**src/sv/ils_pkg.sv**
```systemverilog
// shared types, codes and sizes for the indexed linked list store
// depends on nothing; used by ils_seq and indexed_linked_list_store
package ils_pkg;

  // number of nodes in the node memory
  localparam int CAPACITY = 256;
  // address bits of the node memory and bits of a pointer that can hold the null marker
  localparam int AW    = (CAPACITY > 1) ? $clog2(CAPACITY) : 1;
  localparam int PTR_W = $clog2(CAPACITY + 1);

  typedef logic [PTR_W-1:0] ptr_t;
  typedef logic [AW-1:0]    addr_t;

  localparam ptr_t NULL_PTR = ptr_t'(CAPACITY);

  // request codes
  localparam logic [2:0] ACT_READ    = 3'd0;
  localparam logic [2:0] ACT_INS_HD  = 3'd1;
  localparam logic [2:0] ACT_INS_TL  = 3'd2;
  localparam logic [2:0] ACT_INS_POS = 3'd3;
  localparam logic [2:0] ACT_DEL_POS = 3'd4;

  // result status codes
  localparam logic [1:0] ST_DONE  = 2'd0;
  localparam logic [1:0] ST_RANGE = 2'd1;
  localparam logic [1:0] ST_FULL  = 2'd2;

  // one result item
  typedef struct packed {
    logic signed [31:0] value;
    logic               found;
    logic [1:0]         status;
  } res_t;

  // link memory port request
  typedef struct packed {
    logic  we;
    addr_t waddr;
    ptr_t  wdata;
    addr_t raddr;
  } link_port_t;

  // value memory port request
  typedef struct packed {
    logic        we;
    addr_t       waddr;
    logic [31:0] wdata;
    addr_t       raddr;
  } val_port_t;

endpackage

```
**src/sv/ils_seq.sv**
```systemverilog
// request sequencer: walks the node chain and reads, modifies and writes back the node memories
// depends on ils_pkg
module ils_seq (
  input  logic                clk,
  input  logic                rst,
  input  logic                in_valid,
  output logic                in_stall,
  input  logic [2:0]          action,
  input  logic signed [10:0]  position,
  input  logic signed [31:0]  item_value,
  output ils_pkg::link_port_t link_port,
  input  ils_pkg::ptr_t       link_rdata,
  output ils_pkg::val_port_t  val_port,
  input  logic [31:0]         val_rdata,
  output logic                res_valid,
  input  logic                res_ready,
  output ils_pkg::res_t       res
);

  localparam logic [3:0] S_IDLE     = 4'd0;
  localparam logic [3:0] S_ALLOC    = 4'd1;
  localparam logic [3:0] S_ALLOC_W  = 4'd2;
  localparam logic [3:0] S_INS_HEAD = 4'd3;
  localparam logic [3:0] S_WALK     = 4'd4;
  localparam logic [3:0] S_RD_W     = 4'd5;
  localparam logic [3:0] S_INS_NX   = 4'd6;
  localparam logic [3:0] S_INS_LK   = 4'd7;
  localparam logic [3:0] S_DEL_N    = 4'd8;
  localparam logic [3:0] S_DEL_NN   = 4'd9;
  localparam logic [3:0] S_DEL_FREE = 4'd10;
  localparam logic [3:0] S_DEL_HD   = 4'd11;
  localparam logic [3:0] S_DEL_HD_W = 4'd12;
  localparam logic [3:0] S_FIN      = 4'd13;

  logic [3:0]         state;
  logic [2:0]         act_r;
  logic [31:0]        val_r;
  logic               at_head;
  ils_pkg::ptr_t      remaining;
  ils_pkg::ptr_t      cur;
  logic               pend;
  ils_pkg::ptr_t      new_node;
  ils_pkg::ptr_t      n_reg;
  ils_pkg::ptr_t      head;
  ils_pkg::ptr_t      free_head;
  ils_pkg::ptr_t      hwm;
  ils_pkg::ptr_t      count;
  ils_pkg::res_t      res_r;

  ils_pkg::ptr_t      node;
  int                 pos_i;
  int                 cnt_i;
  int                 ins_i;

  assign in_stall  = (state != S_IDLE);
  assign res_valid = (state == S_FIN);
  assign res       = res_r;

  // node under the walk: fresh link data when a step was issued last cycle
  assign node = pend ? link_rdata : cur;

  // request position decoding
  always_comb begin
    pos_i = int'(position);
    cnt_i = int'(count);
    ins_i = 0;
    if (action == ils_pkg::ACT_INS_TL) begin
      ins_i = cnt_i;
    end else if (action == ils_pkg::ACT_INS_POS) begin
      ins_i = (pos_i < 0) ? 0 : pos_i;
    end
  end

  // memory port drive
  always_comb begin
    link_port.we    = 1'b0;
    link_port.waddr = cur[ils_pkg::AW-1:0];
    link_port.wdata = head;
    link_port.raddr = node[ils_pkg::AW-1:0];
    val_port.we     = 1'b0;
    val_port.waddr  = new_node[ils_pkg::AW-1:0];
    val_port.wdata  = val_r;
    val_port.raddr  = node[ils_pkg::AW-1:0];
    unique case (state)
      S_ALLOC: begin
        link_port.raddr = free_head[ils_pkg::AW-1:0];
      end
      S_INS_HEAD: begin
        link_port.we    = 1'b1;
        link_port.waddr = new_node[ils_pkg::AW-1:0];
        link_port.wdata = head;
        val_port.we     = 1'b1;
      end
      S_INS_NX: begin
        link_port.we    = 1'b1;
        link_port.waddr = new_node[ils_pkg::AW-1:0];
        link_port.wdata = link_rdata;
        val_port.we     = 1'b1;
      end
      S_INS_LK: begin
        link_port.we    = 1'b1;
        link_port.waddr = cur[ils_pkg::AW-1:0];
        link_port.wdata = new_node;
      end
      S_DEL_N: begin
        link_port.raddr = link_rdata[ils_pkg::AW-1:0];
      end
      S_DEL_NN: begin
        link_port.we    = 1'b1;
        link_port.waddr = cur[ils_pkg::AW-1:0];
        link_port.wdata = link_rdata;
      end
      S_DEL_FREE: begin
        link_port.we    = 1'b1;
        link_port.waddr = n_reg[ils_pkg::AW-1:0];
        link_port.wdata = free_head;
      end
      S_DEL_HD: begin
        link_port.raddr = head[ils_pkg::AW-1:0];
      end
      default: begin
      end
    endcase
  end

  // sequencer
  always_ff @(posedge clk) begin
    if (rst) begin
      state     <= S_IDLE;
      pend      <= 1'b0;
      head      <= ils_pkg::NULL_PTR;
      free_head <= ils_pkg::NULL_PTR;
      hwm       <= '0;
      count     <= '0;
    end else begin
      unique case (state)
        S_IDLE: begin
          if (in_valid) begin
            act_r        <= action;
            val_r        <= item_value;
            cur          <= head;
            pend         <= 1'b0;
            res_r.value  <= '0;
            res_r.found  <= 1'b0;
            res_r.status <= ils_pkg::ST_DONE;
            priority if (action == ils_pkg::ACT_READ) begin
              if (pos_i >= 0 && pos_i < cnt_i) begin
                remaining <= ils_pkg::ptr_t'(pos_i);
                state     <= S_WALK;
              end else begin
                res_r.status <= ils_pkg::ST_RANGE;
                state        <= S_FIN;
              end
            end else if (action == ils_pkg::ACT_INS_HD || action == ils_pkg::ACT_INS_TL ||
                         action == ils_pkg::ACT_INS_POS) begin
              if (count == ils_pkg::ptr_t'(ils_pkg::CAPACITY)) begin
                res_r.status <= ils_pkg::ST_FULL;
                state        <= S_FIN;
              end else if (ins_i > cnt_i) begin
                res_r.status <= ils_pkg::ST_RANGE;
                state        <= S_FIN;
              end else begin
                at_head   <= (ins_i == 0);
                remaining <= ils_pkg::ptr_t'(ins_i - 1);
                state     <= S_ALLOC;
              end
            end else if (action == ils_pkg::ACT_DEL_POS) begin
              if (pos_i < 0 || pos_i >= cnt_i) begin
                res_r.status <= ils_pkg::ST_RANGE;
                state        <= S_FIN;
              end else if (pos_i == 0) begin
                state <= S_DEL_HD;
              end else begin
                remaining <= ils_pkg::ptr_t'(pos_i - 1);
                state     <= S_WALK;
              end
            end else begin
              state <= S_FIN;
            end
          end
        end
        // take a node off the free chain, or the next never-used node
        S_ALLOC: begin
          if (free_head != ils_pkg::NULL_PTR) begin
            new_node <= free_head;
            state    <= S_ALLOC_W;
          end else begin
            new_node <= hwm;
            hwm      <= hwm + ils_pkg::ptr_t'(1);
            state    <= at_head ? S_INS_HEAD : S_WALK;
          end
        end
        S_ALLOC_W: begin
          free_head <= link_rdata;
          state     <= at_head ? S_INS_HEAD : S_WALK;
        end
        S_INS_HEAD: begin
          head  <= new_node;
          count <= count + ils_pkg::ptr_t'(1);
          state <= S_FIN;
        end
        // one link per cycle along the chain
        S_WALK: begin
          cur <= node;
          if (remaining != '0) begin
            pend      <= 1'b1;
            remaining <= remaining - ils_pkg::ptr_t'(1);
          end else begin
            pend <= 1'b0;
            if (act_r == ils_pkg::ACT_READ) begin
              state <= S_RD_W;
            end else if (act_r == ils_pkg::ACT_DEL_POS) begin
              state <= S_DEL_N;
            end else begin
              state <= S_INS_NX;
            end
          end
        end
        S_RD_W: begin
          res_r.value <= val_rdata;
          res_r.found <= 1'b1;
          state       <= S_FIN;
        end
        S_INS_NX: begin
          state <= S_INS_LK;
        end
        S_INS_LK: begin
          count <= count + ils_pkg::ptr_t'(1);
          state <= S_FIN;
        end
        // unlink the node after the predecessor
        S_DEL_N: begin
          n_reg <= link_rdata;
          state <= S_DEL_NN;
        end
        S_DEL_NN: begin
          state <= S_DEL_FREE;
        end
        S_DEL_FREE: begin
          free_head <= n_reg;
          count     <= count - ils_pkg::ptr_t'(1);
          state     <= S_FIN;
        end
        S_DEL_HD: begin
          n_reg <= head;
          state <= S_DEL_HD_W;
        end
        S_DEL_HD_W: begin
          head  <= link_rdata;
          state <= S_DEL_FREE;
        end
        S_FIN: begin
          if (res_ready) begin
            state <= S_IDLE;
          end
        end
        default: begin
          state <= S_IDLE;
        end
      endcase
    end
  end

endmodule

```
**config.mk**
```make
export PLATFORM = sky130hd
export DESIGN_NAME = ils_seq
export DESIGN_NICKNAME = d
export VERILOG_FILES = /design/src/sv/ils_pkg.sv /design/src/sv/ils_seq.sv
export SDC_FILE = /design/constraint.sdc
export NUM_CORES = 1
export LEC_CHECK = 0
export ABC_AREA = 1
export ABC_CLOCK_PERIOD_IN_PS = 4790
export BUFFER_PORTS_ARGS = -buffer_cell sky130_fd_sc_hd__buf_2
export CORE_UTILIZATION = 54
export CTS_CLUSTER_DIAMETER = 100
export CTS_CLUSTER_SIZE = 25
export DETAILED_ROUTE_END_ITERATION = 12
export GPL_ROUTABILITY_DRIVEN = 0
export PLACE_DENSITY = 0.81
export SYNTH_ARGS = -nofsm -noshare
export SYNTH_HDL_FRONTEND = slang
export SYNTH_SLANG_ARGS = --single-unit
```
**constraint.sdc**
```tcl
create_clock -name clk -period 4.79 [get_ports clk]
set_clock_uncertainty 0.15 [all_clocks]
set_input_delay 1.437 -clock clk [delete_from_list [all_inputs] [get_ports clk]]
set_output_delay 1.437 -clock clk [all_outputs]
set_load 0.1 [all_outputs]
```
==> metrics <==
post-cts sizing count=0; synthesized area=approximately 0.0081 sq mm; wl on met1=just over 9 mm; hold buffer count at CTS=0; worst hold stages=2; final worst slack=0.4882 ns; GRT Resource Usage Total=30.61%; DR iter-0 viols=940; clk buf depth=2; number of fill cells in the layout=~1,100; mux share of post-synthesis cell area=0%; setup violators final=0; Slew Limit Headroom=roughly a third; vias per cell=roughly 5.7; clk_lat worst skew=between 0.4 and 0.5 ns; Worst VDD drop=between 0.6 and 0.7 mV; power per cell area=slightly below 700 mW/mm^2; worst path arrival time=~2.7 ns; met2 WL=11.28 mm; Fmax achieved=232.5 MHz; via count=7,837; switch share=between 50 and 60%; R2R depth=10; post-synthesis sequential area ratio=between 40% and 50%; Pleak=around 4.6 nW; number of synthesized register bits=147; Largest register FFs=35; overall power=about 6.8 mW; top sig layer=met4; post-place setup slack=0.7375 ns; Cell Rows=between 40 and 50; Port Buffer Count=between 200 and 250; drt wl/cell=about 17 um; Final TNS setup=0 ns; max-cap viol count=0; vias in the first global route=roughly 7,300; clock network fraction of design power=between 10% and 20%; Crit Reg-Reg Endpoint=count[8]; Die Footprint=~0.015 sq mm; Cell Chain, Critical Path=inv_2 > nand2_2 > nor2_1 > nor2_2 > nand2_1 > o221ai_1 > buf_2; Reg-to-Reg Start=state[3]; syn nets=between 1,000 and 1,500; fin crit share=between 80% and 90%; Starting Density=55.51%; H-tree Lvls=4; largest family of logic cells by synthesized area=simple AND/OR/NAND/NOR gates; share of cells above drive strength 1=approximately a quarter; ys async rst share=0%; maximum fanout along the worst path=10; Synth Area in Compound Gates=around 15%; Tightest Pin Transition=1.015 ns; I/O pin total=roughly 200; total gr overflow=0; Clock Pin Slew Worst Setup and Hold Paths=~0.06 ns; switching power total=about 3.8 mW; CP delay by family, top=simple AND/OR/NAND/NOR gates; cell count after synthesis=approximately 970; CTS buffer count=17; min Tclk post-route=approximately 4.3 ns; met3 routed wirelength=2.390 mm; number of synthesized flops with an enable pin=about 110; Internal=between 3 and 4 mW; reg2reg setup slack=around 1.8 ns; simple-gate area share of the yosys netlist=between 10% and 20%; part of the power in combinational logic=53.4%; Yosys cell types=42; Hold Vio Cnt, Final=0; status=completed; Layout Utilization=between 60 and 70%; number of antenna violations at the first check in global routing=1; CP bufs+invs=2; TritonCTS clock tree=done; Setup crit start kind=flop; synth warn=0; nets=approximately 1,300; first-pass GRT wire length=around 37 mm; Final HPWL DP=roughly 18 mm; drt first pass iters=7; critical path depth=7; final slew viol count=0; hold crit path type=reg2reg; post-synthesis adder-cell area fraction=4.728%; RSZ-0062 raised after global routing=no; Die W=between 100 and 150 um; Synth Area in XOR/XNOR=less than 1%; area of the multi-input gates=roughly 0.0033 sq mm; ANT nets after route=0; hold worst-path end=hwm[8]; P&R area growth vs syn=22.27%; Flop pwr share=roughly 27%; die height=about 120 um; Detailed Route WL=about 24 mm; CP Class=reg2out; Worst Hold Launch=hwm[8]; crit-path max cell delay=0.50 ns; DRC errors left=0; Mapped Avg Cell Area=approximately 8.4 sq um; Critical Path RT=approximately 3.2 ns; CORE AREA=0.01459 sq mm; Clock Sinks=approximately 150; Reg area=around 0.0040 sq mm; CTS root buf=clkbuf_16; Main synth FF type=edfxtp_1; crit end category=output port; Post-CTS Setup Inserts=0; Worst path slowest cell=buf_2; largest net degree at the start of global routing=38
-- placed cells by master (no fill, tap or decap), types with 15 or more instances in the layout --
cell type,Yosys,final
nand2_1,167,167
nor2_1,108,107
buf_2,4,202
ha_1,29,29
a21oi_1,55,54
nand3_1,29,29
o21ai_0,80,63
edfxtp_1,106,106
o21ai_1,2,15
dfxtp_1,41,41
nand4_1,16,16
inv_1,168,168
o22ai_1,17,17
clkbuf_16,0,17
-- cell type report --
type | instances | share of cell area (%)
clock inverters | 15 | 1.668
flip-flops and latches | 147 | 40.44
clock buffers | 17 | 4.297
diodes | 1 | 0.02527
repair buffers | 212 | 10.97
inverters | 181 | 6.862
multi-input cells | 609 | 33.41
well taps | 184 | 2.325
-- through the flow --
stage / hold WS [ns] / std cells / instance area, sq um
after global routing: 0.3592 / 1366 / 9901
after CTS: 0.3390 / 1365 / 9898
after global placement: 0.3042 / 1333 / 9308
final: 0.3375 / 1366 / 9901
after detailed placement: 0.3301 / 1333 / 9308
after floorplan: 0.2947 / 965 / 8113
-- logic make-up after synthesis --
kind of cell | after synthesis
AOI/OAI and AO/OA | 210
buffers and inverters | 209
adders and majority gates | 30
DFF | 147
xor gates and xnor gates | 9
and+or+nand+nor | 360
-- routing by layer --
metal	GRT usage [%]	vias to the layer above
met5	0	-
met4	14.17	0
met3	6.572	88
met2	50.31	493
met1	38.49	3586
li1	-	3670
-- power by group through the flow --
stage	Combinational, mW	Clock, mW	Sequential (mW)
global route	3.79	1.40	1.86
CTS	3.60	1.35	1.83
finish	3.64	1.35	1.83
global placement	3.56	0	1.84
floorplan	2.15	0	2.62
detailed placement	3.58	0	1.86
-- tightest hold or removal path, cell delays in order (launching register included) --
cell and delay [ns]:
dfxtp_1 0.31, nand2_1 0.06, a21oi_1 0.07
-- cells in the mapped netlist (16+ instances only) --
cell	n	area share [%]
o22ai_1	17	1.3
nand3_1	29	1.8
ha_1	29	4.5
o21ai_0	80	4.9
a21oi_1	55	3.4
edfxtp_1	106	39
nand2_1	167	7.7
inv_1	168	7.8
dfxtp_1	41	10
nand4_1	16	1.2
nor2_1	108	5.0
clkbuf_1	16	0.74
-- worst max path at each step --
| stage | startpoint | endpoint | slack [ns] |
|---|---|---|---|
| 2_1_floorplan | link_rdata[4] | link_port[4] | -0.20 |
| 3_3_place_gp | link_rdata[4] | link_port[4] | 0.78 |
| 3_5_place_dp | link_rdata[7] | link_port[7] | 0.74 |
| 4_1_cts | state[3] | link_port[22] | 0.60 |
| 5_1_grt | state[3] | link_port[22] | 0.35 |
| 6_report | state[3] | link_port[22] | 0.49 |
Power figures use the tool's default switching activity.
